**src/sv/pckt_pkg.sv**
```systemverilog
// ----------------------------------------------------------------------------
// pckt_pkg: particle colour keyframe tween shared types and constants
// Word layouts, register indexes, sequencer states and fixed-point limits.
// ----------------------------------------------------------------------------
package pckt_pkg;

    localparam int TARGET_SLOTS = 6;
    localparam int DIV_STEPS    = 40;
    localparam int MUL_STEPS    = 16;

    localparam logic [3:0]  SEG_NONE  = 4'hF;
    localparam logic [23:0] CH_MAX    = 24'hFF_0000;
    localparam logic signed [39:0] SLOPE_MAX = 40'sh7F_FFFF_FFFF;
    localparam logic signed [39:0] SLOPE_MIN = 40'sh80_0000_0000;

    // configuration register indexes
    localparam logic [2:0] REG_SEGMENT_TIME = 3'd0;
    localparam logic [2:0] REG_COLOR_COUNT  = 3'd1;
    localparam logic [2:0] REG_TARGET_FIRST = 3'd2;

    localparam logic FUNC_TICK    = 1'b0;
    localparam logic FUNC_RESPAWN = 1'b1;

    typedef enum logic [2:0] {
        ST_IDLE,
        ST_SEGDIV,
        ST_SEGCHK,
        ST_SLOPEDIV,
        ST_SLOPESET,
        ST_MUL,
        ST_APPLY,
        ST_EMIT
    } state_t;

    typedef struct packed {
        logic               func;
        logic [15:0]        dt;
        logic signed [31:0] pos_x;
        logic signed [31:0] pos_y;
        logic signed [31:0] vel_x;
        logic signed [31:0] vel_y;
        logic [31:0]        start_color;
    } item_t;

    typedef struct packed {
        logic signed [31:0] out_x;
        logic signed [31:0] out_y;
        logic [7:0]         out_red;
        logic [7:0]         out_green;
        logic [7:0]         out_blue;
        logic [7:0]         out_alpha;
        logic [2:0]         segment;
    } result_t;

endpackage

```
**src/sv/pckt_stream_if.sv**
```systemverilog
// ----------------------------------------------------------------------------
// pckt_stream_if: valid/ready stream channel
// Carries one payload word per handshake.
// ----------------------------------------------------------------------------
interface pckt_stream_if #(parameter type payload_t = logic);

    logic     valid;
    logic     ready;
    payload_t data;

    modport source (output valid, output data, input ready);
    modport sink   (input valid, input data, output ready);

endinterface

```
**src/sv/particle_color_keyframe_tween_core.sv**
```systemverilog
// ----------------------------------------------------------------------------
// particle_color_keyframe_tween_core: one particle, colour gradient over life
// Timer, motion and per-channel colour slopes, worked bit-serially.
// ----------------------------------------------------------------------------
//  channel   direction  word       handshake
//  item      in         item_t     valid/ready
//  result    out        result_t   valid/ready
//  cfg       in         index/data write enable, no read-back
//
// A respawn word goes straight to the emit state. For a tick word a 40-step
// restoring divider finds the segment and, when the segment advances, the four
// slopes (four lanes), and a 16-step shift-and-add multiplier over dt scales
// velocity and slopes. Reset is asynchronous and active low.
// A stalled result holds in the output register; the next word is taken as
// soon as a result moves into that register, and a word that finishes while
// it is still full waits in the emit state.
module particle_color_keyframe_tween_core #(
    parameter int MAX_COLORS = 6
) (
    input  logic                   clk,
    input  logic                   rst_n,
    pckt_stream_if.sink            item,
    pckt_stream_if.source          result,
    input  logic                   cfg_wr_en,
    input  logic [2:0]             cfg_index,
    input  logic [31:0]            cfg_wdata
);
    import pckt_pkg::*;

    state_t state_reg, state_next;

    logic [31:0]        seg_time_reg;
    logic [2:0]         color_count_reg;
    logic [31:0]        target_reg [TARGET_SLOTS];

    logic [31:0]        timer_reg;
    logic [3:0]         seg_reg;
    logic [23:0]        value_reg [4];
    logic signed [39:0] slope_reg [4];
    logic signed [31:0] pos_reg [2];
    logic signed [31:0] vel_reg [2];

    logic [15:0]        dt_reg;
    logic [5:0]         step_reg;
    logic [39:0]        dvd_reg [4];
    logic [31:0]        rem_reg [4];
    logic               neg_reg [4];
    logic signed [55:0] acc_reg [6];

    result_t            out_reg;
    logic               out_valid_reg;

    logic [31:0]        seg_div;
    logic [2:0]         cnt_m1;
    logic [32:0]        timer_sum;
    logic [31:0]        timer_new;
    logic [31:0]        quot;
    logic [2:0]         num_new;
    logic               advance;
    logic               take_item;
    logic               load_out;

    // effective divisor and colour count
    always_comb
    begin
        seg_div = (seg_time_reg == 32'd0) ? 32'd1 : seg_time_reg;
        if (color_count_reg == 3'd0)
            cnt_m1 = 3'd0;
        else if (color_count_reg > 3'(MAX_COLORS))
            cnt_m1 = 3'(MAX_COLORS - 1);
        else
            cnt_m1 = color_count_reg - 3'd1;
        timer_sum = {1'b0, timer_reg} + {17'd0, item.data.dt};
        timer_new = timer_sum[32] ? 32'hFFFF_FFFF : timer_sum[31:0];
        quot      = dvd_reg[0][31:0];
        num_new   = (quot > {29'd0, cnt_m1}) ? cnt_m1 : quot[2:0];
        advance   = (seg_reg == SEG_NONE) || ({1'b0, num_new} > seg_reg);
    end

    assign take_item    = item.valid && item.ready;
    assign item.ready   = (state_reg == ST_IDLE);
    assign load_out     = (state_reg == ST_EMIT) && (!out_valid_reg || result.ready);
    assign result.valid = out_valid_reg;
    assign result.data  = out_reg;

    // next state
    always_comb
    begin
        state_next = state_reg;
        case (state_reg)
            ST_IDLE:
            begin
                if (take_item)
                    state_next = (item.data.func == FUNC_RESPAWN) ? ST_EMIT : ST_SEGDIV;
            end
            ST_SEGDIV:
            begin
                if (step_reg == 6'(DIV_STEPS - 1))
                    state_next = ST_SEGCHK;
            end
            ST_SEGCHK:    state_next = advance ? ST_SLOPEDIV : ST_MUL;
            ST_SLOPEDIV:
            begin
                if (step_reg == 6'(DIV_STEPS - 1))
                    state_next = ST_SLOPESET;
            end
            ST_SLOPESET:  state_next = ST_MUL;
            ST_MUL:
            begin
                if (step_reg == 6'(MUL_STEPS - 1))
                    state_next = ST_APPLY;
            end
            ST_APPLY:     state_next = ST_EMIT;
            ST_EMIT:
            begin
                if (load_out)
                    state_next = ST_IDLE;
            end
            default:      state_next = ST_IDLE;
        endcase
    end

    always_ff @(posedge clk or negedge rst_n)
    begin
        if (!rst_n)
            state_reg <= ST_IDLE;
        else
            state_reg <= state_next;
    end

    // configuration writes
    always_ff @(posedge clk or negedge rst_n)
    begin
        if (!rst_n)
        begin
            seg_time_reg    <= 32'h0001_0000;
            color_count_reg <= 3'd1;
            for (int i = 0; i < TARGET_SLOTS; i++)
                target_reg[i] <= 32'd0;
        end
        else if (cfg_wr_en)
        begin
            if (cfg_index == REG_SEGMENT_TIME)
                seg_time_reg <= cfg_wdata;
            else if (cfg_index == REG_COLOR_COUNT)
                color_count_reg <= cfg_wdata[2:0];
            else
                target_reg[cfg_index - REG_TARGET_FIRST] <= cfg_wdata;
        end
    end

    // particle state and serial datapath
    always_ff @(posedge clk or negedge rst_n)
    begin
        logic [32:0]        trial;
        logic               qbit;
        logic signed [24:0] diff;
        logic [23:0]        mag;
        logic               bit_in;
        logic signed [55:0] mcand;
        logic signed [32:0] psum;
        logic signed [41:0] csum;
        if (!rst_n)
        begin
            timer_reg <= 32'd0;
            seg_reg   <= SEG_NONE;
            for (int c = 0; c < 4; c++)
            begin
                value_reg[c] <= (c == 3) ? CH_MAX : 24'd0;
                slope_reg[c] <= 40'sd0;
            end
            for (int a = 0; a < 2; a++)
            begin
                pos_reg[a] <= 32'sd0;
                vel_reg[a] <= 32'sd0;
            end
            step_reg <= 6'd0;
        end
        else
        begin
            case (state_reg)
                ST_IDLE:
                begin
                    step_reg <= 6'd0;
                    if (take_item)
                    begin
                        if (item.data.func == FUNC_RESPAWN)
                        begin
                            pos_reg[0] <= item.data.pos_x;
                            pos_reg[1] <= item.data.pos_y;
                            vel_reg[0] <= item.data.vel_x;
                            vel_reg[1] <= item.data.vel_y;
                            for (int c = 0; c < 4; c++)
                                value_reg[c] <= {item.data.start_color[31 - 8 * c -: 8], 16'd0};
                            timer_reg <= 32'd0;
                            seg_reg   <= SEG_NONE;
                        end
                        else
                        begin
                            timer_reg  <= timer_new;
                            dt_reg     <= item.data.dt;
                            dvd_reg[0] <= {8'd0, timer_new};
                            rem_reg[0] <= 32'd0;
                        end
                    end
                end
                ST_SEGDIV, ST_SLOPEDIV:
                begin
                    // one restoring division step in each lane
                    for (int c = 0; c < 4; c++)
                    begin
                        trial = {rem_reg[c], dvd_reg[c][39]};
                        qbit  = (trial >= {1'b0, seg_div});
                        rem_reg[c] <= qbit ? 32'(trial - {1'b0, seg_div}) : trial[31:0];
                        dvd_reg[c] <= {dvd_reg[c][38:0], qbit};
                    end
                    step_reg <= (step_reg == 6'(DIV_STEPS - 1)) ? 6'd0 : step_reg + 6'd1;
                end
                ST_SEGCHK:
                begin
                    step_reg <= 6'd0;
                    if (advance)
                        seg_reg <= {1'b0, num_new};
                    // load slope dividends from the new target
                    for (int c = 0; c < 4; c++)
                    begin
                        diff = $signed({1'b0, target_reg[num_new][31 - 8 * c -: 8], 16'd0})
                             - $signed({1'b0, value_reg[c]});
                        mag  = diff[24] ? 24'(-diff) : diff[23:0];
                        neg_reg[c] <= diff[24];
                        dvd_reg[c] <= {mag, 16'd0};
                        rem_reg[c] <= 32'd0;
                    end
                    for (int l = 0; l < 6; l++)
                        acc_reg[l] <= 56'sd0;
                end
                ST_SLOPESET:
                begin
                    // saturate quotients into signed slopes
                    for (int c = 0; c < 4; c++)
                    begin
                        if (neg_reg[c])
                            slope_reg[c] <= (dvd_reg[c] > 40'h80_0000_0000) ? SLOPE_MIN
                                          : -$signed(dvd_reg[c]);
                        else
                            slope_reg[c] <= dvd_reg[c][39] ? SLOPE_MAX : $signed(dvd_reg[c]);
                    end
                    step_reg <= 6'd0;
                end
                ST_MUL:
                begin
                    // shift-and-add over dt, high bit first
                    bit_in = dt_reg[15];
                    for (int l = 0; l < 6; l++)
                    begin
                        mcand = (l < 2) ? 56'(vel_reg[l % 2]) : 56'(slope_reg[(l + 2) % 4]);
                        acc_reg[l] <= (acc_reg[l] <<< 1) + (bit_in ? mcand : 56'sd0);
                    end
                    dt_reg   <= {dt_reg[14:0], 1'b0};
                    step_reg <= (step_reg == 6'(MUL_STEPS - 1)) ? 6'd0 : step_reg + 6'd1;
                end
                ST_APPLY:
                begin
                    for (int a = 0; a < 2; a++)
                    begin
                        psum = 33'(pos_reg[a]) + 33'($signed(acc_reg[a][47:16]));
                        if (psum > 33'sh0_7FFF_FFFF)
                            pos_reg[a] <= 32'sh7FFF_FFFF;
                        else if (psum < -33'sh0_8000_0000)
                            pos_reg[a] <= 32'sh8000_0000;
                        else
                            pos_reg[a] <= psum[31:0];
                    end
                    for (int c = 0; c < 4; c++)
                    begin
                        csum = $signed({18'd0, value_reg[c]})
                             + 42'($signed(acc_reg[c + 2][55:16]));
                        if (csum < 42'sd0)
                            value_reg[c] <= 24'd0;
                        else if (csum > $signed({18'd0, CH_MAX}))
                            value_reg[c] <= CH_MAX;
                        else
                            value_reg[c] <= csum[23:0];
                    end
                end
                default:
                begin
                    step_reg <= 6'd0;
                end
            endcase
        end
    end

    // output register
    always_ff @(posedge clk or negedge rst_n)
    begin
        if (!rst_n)
            out_valid_reg <= 1'b0;
        else if (load_out)
            out_valid_reg <= 1'b1;
        else if (result.ready)
            out_valid_reg <= 1'b0;
    end

    always_ff @(posedge clk)
    begin
        if (load_out)
        begin
            out_reg.out_x     <= pos_reg[0];
            out_reg.out_y     <= pos_reg[1];
            out_reg.out_red   <= value_reg[0][23:16];
            out_reg.out_green <= value_reg[1][23:16];
            out_reg.out_blue  <= value_reg[2][23:16];
            out_reg.out_alpha <= value_reg[3][23:16];
            out_reg.segment   <= (seg_reg == SEG_NONE) ? 3'd0 : seg_reg[2:0];
        end
    end

    // checks
    a_seg_range: assert property (@(posedge clk) disable iff (!rst_n)
        (seg_reg == SEG_NONE) || (seg_reg < 4'(TARGET_SLOTS)))
        else $error("segment register out of range");

    a_emit_loads: assert property (@(posedge clk) disable iff (!rst_n)
        load_out |=> out_valid_reg && (state_reg == ST_IDLE))
        else $error("result not presented after emit");

    a_tick_starts: assert property (@(posedge clk) disable iff (!rst_n)
        (take_item && (item.data.func == FUNC_TICK)) |=> (state_reg == ST_SEGDIV))
        else $error("tick did not start division");

    a_respawn_clears: assert property (@(posedge clk) disable iff (!rst_n)
        (take_item && (item.data.func == FUNC_RESPAWN)) |=>
        (seg_reg == SEG_NONE) && (timer_reg == 32'd0))
        else $error("respawn did not clear timer and segment");

endmodule

```
**src/flat_wrapper.sv**
```systemverilog
// flat-port wrapper written by rule: the top's interface ports become plain ports
module particle_color_keyframe_tween_core_flat import pckt_pkg::*;
#(
    parameter int MAX_COLORS = 6
)
  (clk, rst_n, cfg_wr_en, cfg_index, cfg_wdata, item_valid, item_data, item_ready, result_valid, result_data, result_ready);
  pckt_stream_if #(.payload_t(item_t)) item_i ();
  pckt_stream_if #(.payload_t(result_t)) result_i ();
  input  logic clk;
  input  logic rst_n;
  input  logic cfg_wr_en;
  input  logic [2:0] cfg_index;
  input  logic [31:0] cfg_wdata;
  input wire logic [$bits(item_i.valid)-1:0] item_valid;
  input wire logic [$bits(item_i.data)-1:0] item_data;
  output wire logic [$bits(item_i.ready)-1:0] item_ready;
  output wire logic [$bits(result_i.valid)-1:0] result_valid;
  output wire logic [$bits(result_i.data)-1:0] result_data;
  input wire logic [$bits(result_i.ready)-1:0] result_ready;
  assign item_i.valid = item_valid;
  assign item_i.data = item_data;
  assign item_ready = item_i.ready;
  assign result_valid = result_i.valid;
  assign result_data = result_i.data;
  assign result_i.ready = result_ready;
  particle_color_keyframe_tween_core #(.MAX_COLORS(MAX_COLORS)) u_core (.clk(clk), .rst_n(rst_n), .item(item_i), .result(result_i), .cfg_wr_en(cfg_wr_en), .cfg_index(cfg_index), .cfg_wdata(cfg_wdata));
endmodule
```
**config.mk**
```make
export PLATFORM = sky130hd
export DESIGN_NAME = particle_color_keyframe_tween_core_flat
export DESIGN_NICKNAME = d
export VERILOG_FILES = /design/src/sv/pckt_pkg.sv /design/src/sv/pckt_stream_if.sv /design/src/sv/particle_color_keyframe_tween_core.sv /design/src/flat_wrapper.sv
export SDC_FILE = /design/constraint.sdc
export NUM_CORES = 2
export LEC_CHECK = 0
export BUFFER_PORTS_ARGS = -buffer_cell sky130_fd_sc_hd__buf_2
export CORE_MARGIN = 5
export CORE_UTILIZATION = 45
export CTS_BUF_LIST = sky130_fd_sc_hd__clkbuf_16
export CTS_CLUSTER_DIAMETER = 120
export CTS_CLUSTER_SIZE = 40
export DETAILED_ROUTE_END_ITERATION = 8
export PLACE_DENSITY = 0.65
export SYNTH_ARGS = -nofsm -noshare
export SYNTH_HDL_FRONTEND = slang
export SYNTH_SLANG_ARGS = --single-unit
export TNS_END_PERCENT = 10
```
**constraint.sdc**
```tcl
create_clock -name clk -period 9 [get_ports clk]
set_input_delay 1.8 -clock clk [delete_from_list [all_inputs] [get_ports clk]]
set_output_delay 1.8 -clock clk [all_outputs]
set_load 0.1 [all_outputs]
```
==> flow_metrics.py <==
metrics = {
    "pwr": {
        "power.density_nw_per_um2": 357,
        "power_frac_clock_pct": 9.4,
        "swShare_pct": 49.0,
        "p_switching_w": 0.0181,
        "p_leak_nw": 43.8,
        "combPwrFrac_pct": 61.0,
        "internal_power_w": 0.0189,
        "seq_power_share_pct": 29.6,
        "ir_drop_v": 0.000198,
    },
    "worst_setup_path": {
        "cpMaxStageDelayCell": "a311o_1",
        "worstPathArrival_ns": 8.46,
        "crit_fanout": 29,
        "critPathMostFrequentCell": "ha_1",
        "reg2reg_slack_ns": 1.04,
        "max_stage_delay_ns": 0.62,
        "worstSetupPathType": "reg2reg",
        "cp_data_required_time_ns": 9.49,
        "cp-start-kind": "flip-flop",
        "reg2regPathDepth": 31,
        "end_kind": "flip-flop",
    },
    "floorplan": {
        "core_um2": 217000,
        "row_count": 171,
        "die_area_um2": 227000,
        "dieHeight_um": 476,
        "io-pin-count": 318,
        "start_util_pct": 45.1,
        "die_w_um": 476,
    },
    "detailed_routing": {
        "drt_wl_total_um": 292000,
        "vias": 84700,
        "drt_iter0_markers": 7862,
        "drc": 0,
        "wire_per_inst_um": 20.7,
        "detail_route.first_pass.iterations": 6,
        "viasPerCell": 6.01,
        "drtAntennaViolNets": 0,
    },
    "clock_tree": {
        "numCtsBuffers": 50,
        "insertion_delay_ns": 0.79,
        "post-cts-setup-buffers": 0,
        "cts_buffer_depth": 3,
        "htreeDepth": 2,
        "cts_tree": "done",
        "post_cts_resized": 0,
        "cts.sinks": 1384,
        "hold_buffers": 0,
        "clk_pin_slew_worst_paths_ns": 0.16,
        "ctsRootBufferMaster": "clkbuf_16",
    },
    "run_status": {
        "outcome": "complete, no violations",
    },
    "placement": {
        "port_buffers": 317,
        "hpwl_um": 215000,
        "gp_congestion": 0.933,
        "dp_slack_ns": 1.15,
        "place_area_um2": 102000,
    },
    "sta": {
        "period_share_pct": 88.5,
        "rsz0062_at_grt": "no",
        "worst_hold_slack_ns": 0.487,
        "max_slew_margin_pct": 17.6,
        "setup_tns_ns": 0,
        "tightest_slew_ns": 1.23,
        "clock-skew-final_ns": 0.0721,
        "hold_viol_final": 0,
        "period_needed_ns": 7.96,
        "setup-violations-final": 0,
        "max_freq_mhz": 126,
        "drv_slew": 0,
        "timing.final.ws_setup_ns": 1.04,
    },
    "final_layout": {
        "final_area_um2": 104000,
        "nets": 12100,
        "largest_reg_flops": 320,
        "post-route-util_pct": 47.9,
        "final_layout_size_suffix_gt1_share_pct": 7.72,
        "layout.cells.most_common": "nand2_1",
        "layout_common_cells": "1279 x nand2_1, 976 x nor2_1, 972 x a21oi_1",
        "area_growth_pct": 6.21,
    },
    "global_routing": {
        "antenna_found_initial": 21,
        "met3_usage_pct": 3.35,
        "track_usage_pct": 24.7,
        "grt_max_degree": 185,
        "grt_busiest_layer": "met2",
        "globalRouteMet2Util_pct": 39.5,
        "grtUsageMet1_pct": 35.9,
        "grt-ovfl-total": 0,
        "grt_pass1_vias": 80600,
        "grt_pass1_wl_um": 455000,
    },
    "synth": {
        "synth_edf_count": 583,
        "ys_seq_area_share_pct": 37.7,
        "yosys_warnings": 0,
        "syn_area_per_cell_um2": 8.72,
        "ys.flop_type": "dfrtp_1",
        "synth.net_count": 12100,
        "yosysUniqueCellTypes": 94,
        "ys_ff_latch": 1384,
        "syn-cell-area_um2": 97700,
        "syn_inst": 11200,
        "async_flop_share_pct": 47.5,
    },
    "min_path": {
        "hold_path_class": "reg2reg",
        "holdPathStages": 2,
    },
    "job": {
        "drv_cap": 0,
    },
}
## cell families (layout without fill, tap and decap cells)
family,Yosys count,after routing,share of synthesized area [%]
AND/OR/NAND/NOR,4086,4086,20.1
other,0,8,0
AO/OA/AOI/OAI,3262,3262,20.6
adder cells (fa/ha/maj),679,679,8.83
XOR/XNOR,672,672,6.03
flip-flops,1384,1384,37.7
buffers and inverters,792,805,3.08
multiplexers,332,332,3.68
## worst max-delay path, delay by kind of cell, from the launching register on
family / cells / cell delay [ns]
and+or+nand+nor: 9 / 1.68
adders and majority gates: 4 / 1.10
buffers and inverters: 6 / 1.57
xor gates and xnor gates: 2 / 0.37
DFF: 1 / 0.55
muxes: 1 / 0.17
AOI/OAI and AO/OA: 9 / 2.20
## synth_stat cells (144+ instances only)
cell type  number  area (um2)
a21o_1        373        2800
a21oi_1       975        4880
and2_1        317        1980
clkbuf_1      449        1690
dfrtp_1       643       16100
dfxtp_1       144        2880
edfxtp_1      583       17500
ha_1          662        8280
inv_1         307        1150
mux2_2        214        2410
nand2_1      1285        4820
nand3_1       319        1600
nor2_1        981        3680
nor3_1        270        1350
o21ai_0       914        4570
or3_1         164        1030
xnor2_1       412        3610
xor2_1        260        2280
## path summary, 6_finish.rpt
| check | end | start |
|---|---|---|
| max in group asynchronous | u_core.slope_reg[145] | rst_n |
| min | u_core.vel_reg[41] | u_core.vel_reg[41] |
| max reg2reg | u_core.dvd_reg[0][67] | u_core.color_count_reg[0] |
| min in group asynchronous | u_core.value_reg[15] | rst_n |
| max | u_core.dvd_reg[0][67] | u_core.color_count_reg[0] |
| min reg2reg | u_core.vel_reg[41] | u_core.vel_reg[41] |
## layer usage
metal	up-vias	share of wire (%)
li1	40700	-
met2	2597	44
met5	-	0.056
met4	24	2.1
met1	41000	47
met3	362	6.7
## metrics by stage
step / instances / total power, W
global route: 14100 / 0.0400
finish: 14100 / 0.0371
detailed placement: 14000 / 0.0333
global placement: 14000 / 0.0327
CTS: 14100 / 0.0369
floorplan: 11200 / 0.0279
## final cells by class
cell class | instances | area [um2]
Fill cell | 20700 | 113000
Multi-Input combinational cell | 9031 | 58000
Sequential cell | 1384 | 36800
Tap cell | 2854 | 3570
Timing Repair Buffer | 401 | 2280
Clock buffer | 52 | 1300
Inverter | 311 | 1170
Clock inverter | 41 | 546
Antenna cell | 8 | 20.0
## power groups by stage
stage          Clock [W]  Sequential (W)  Combinational, W
6_report         0.00350          0.0110            0.0226
5_1_grt          0.00380          0.0112            0.0250
4_1_cts          0.00360          0.0109            0.0224
3_5_place_dp           0          0.0110            0.0222
3_3_place_gp           0          0.0110            0.0217
2_1_floorplan          0          0.0113            0.0166
Note: power is estimated with default switching activity, not from simulation.
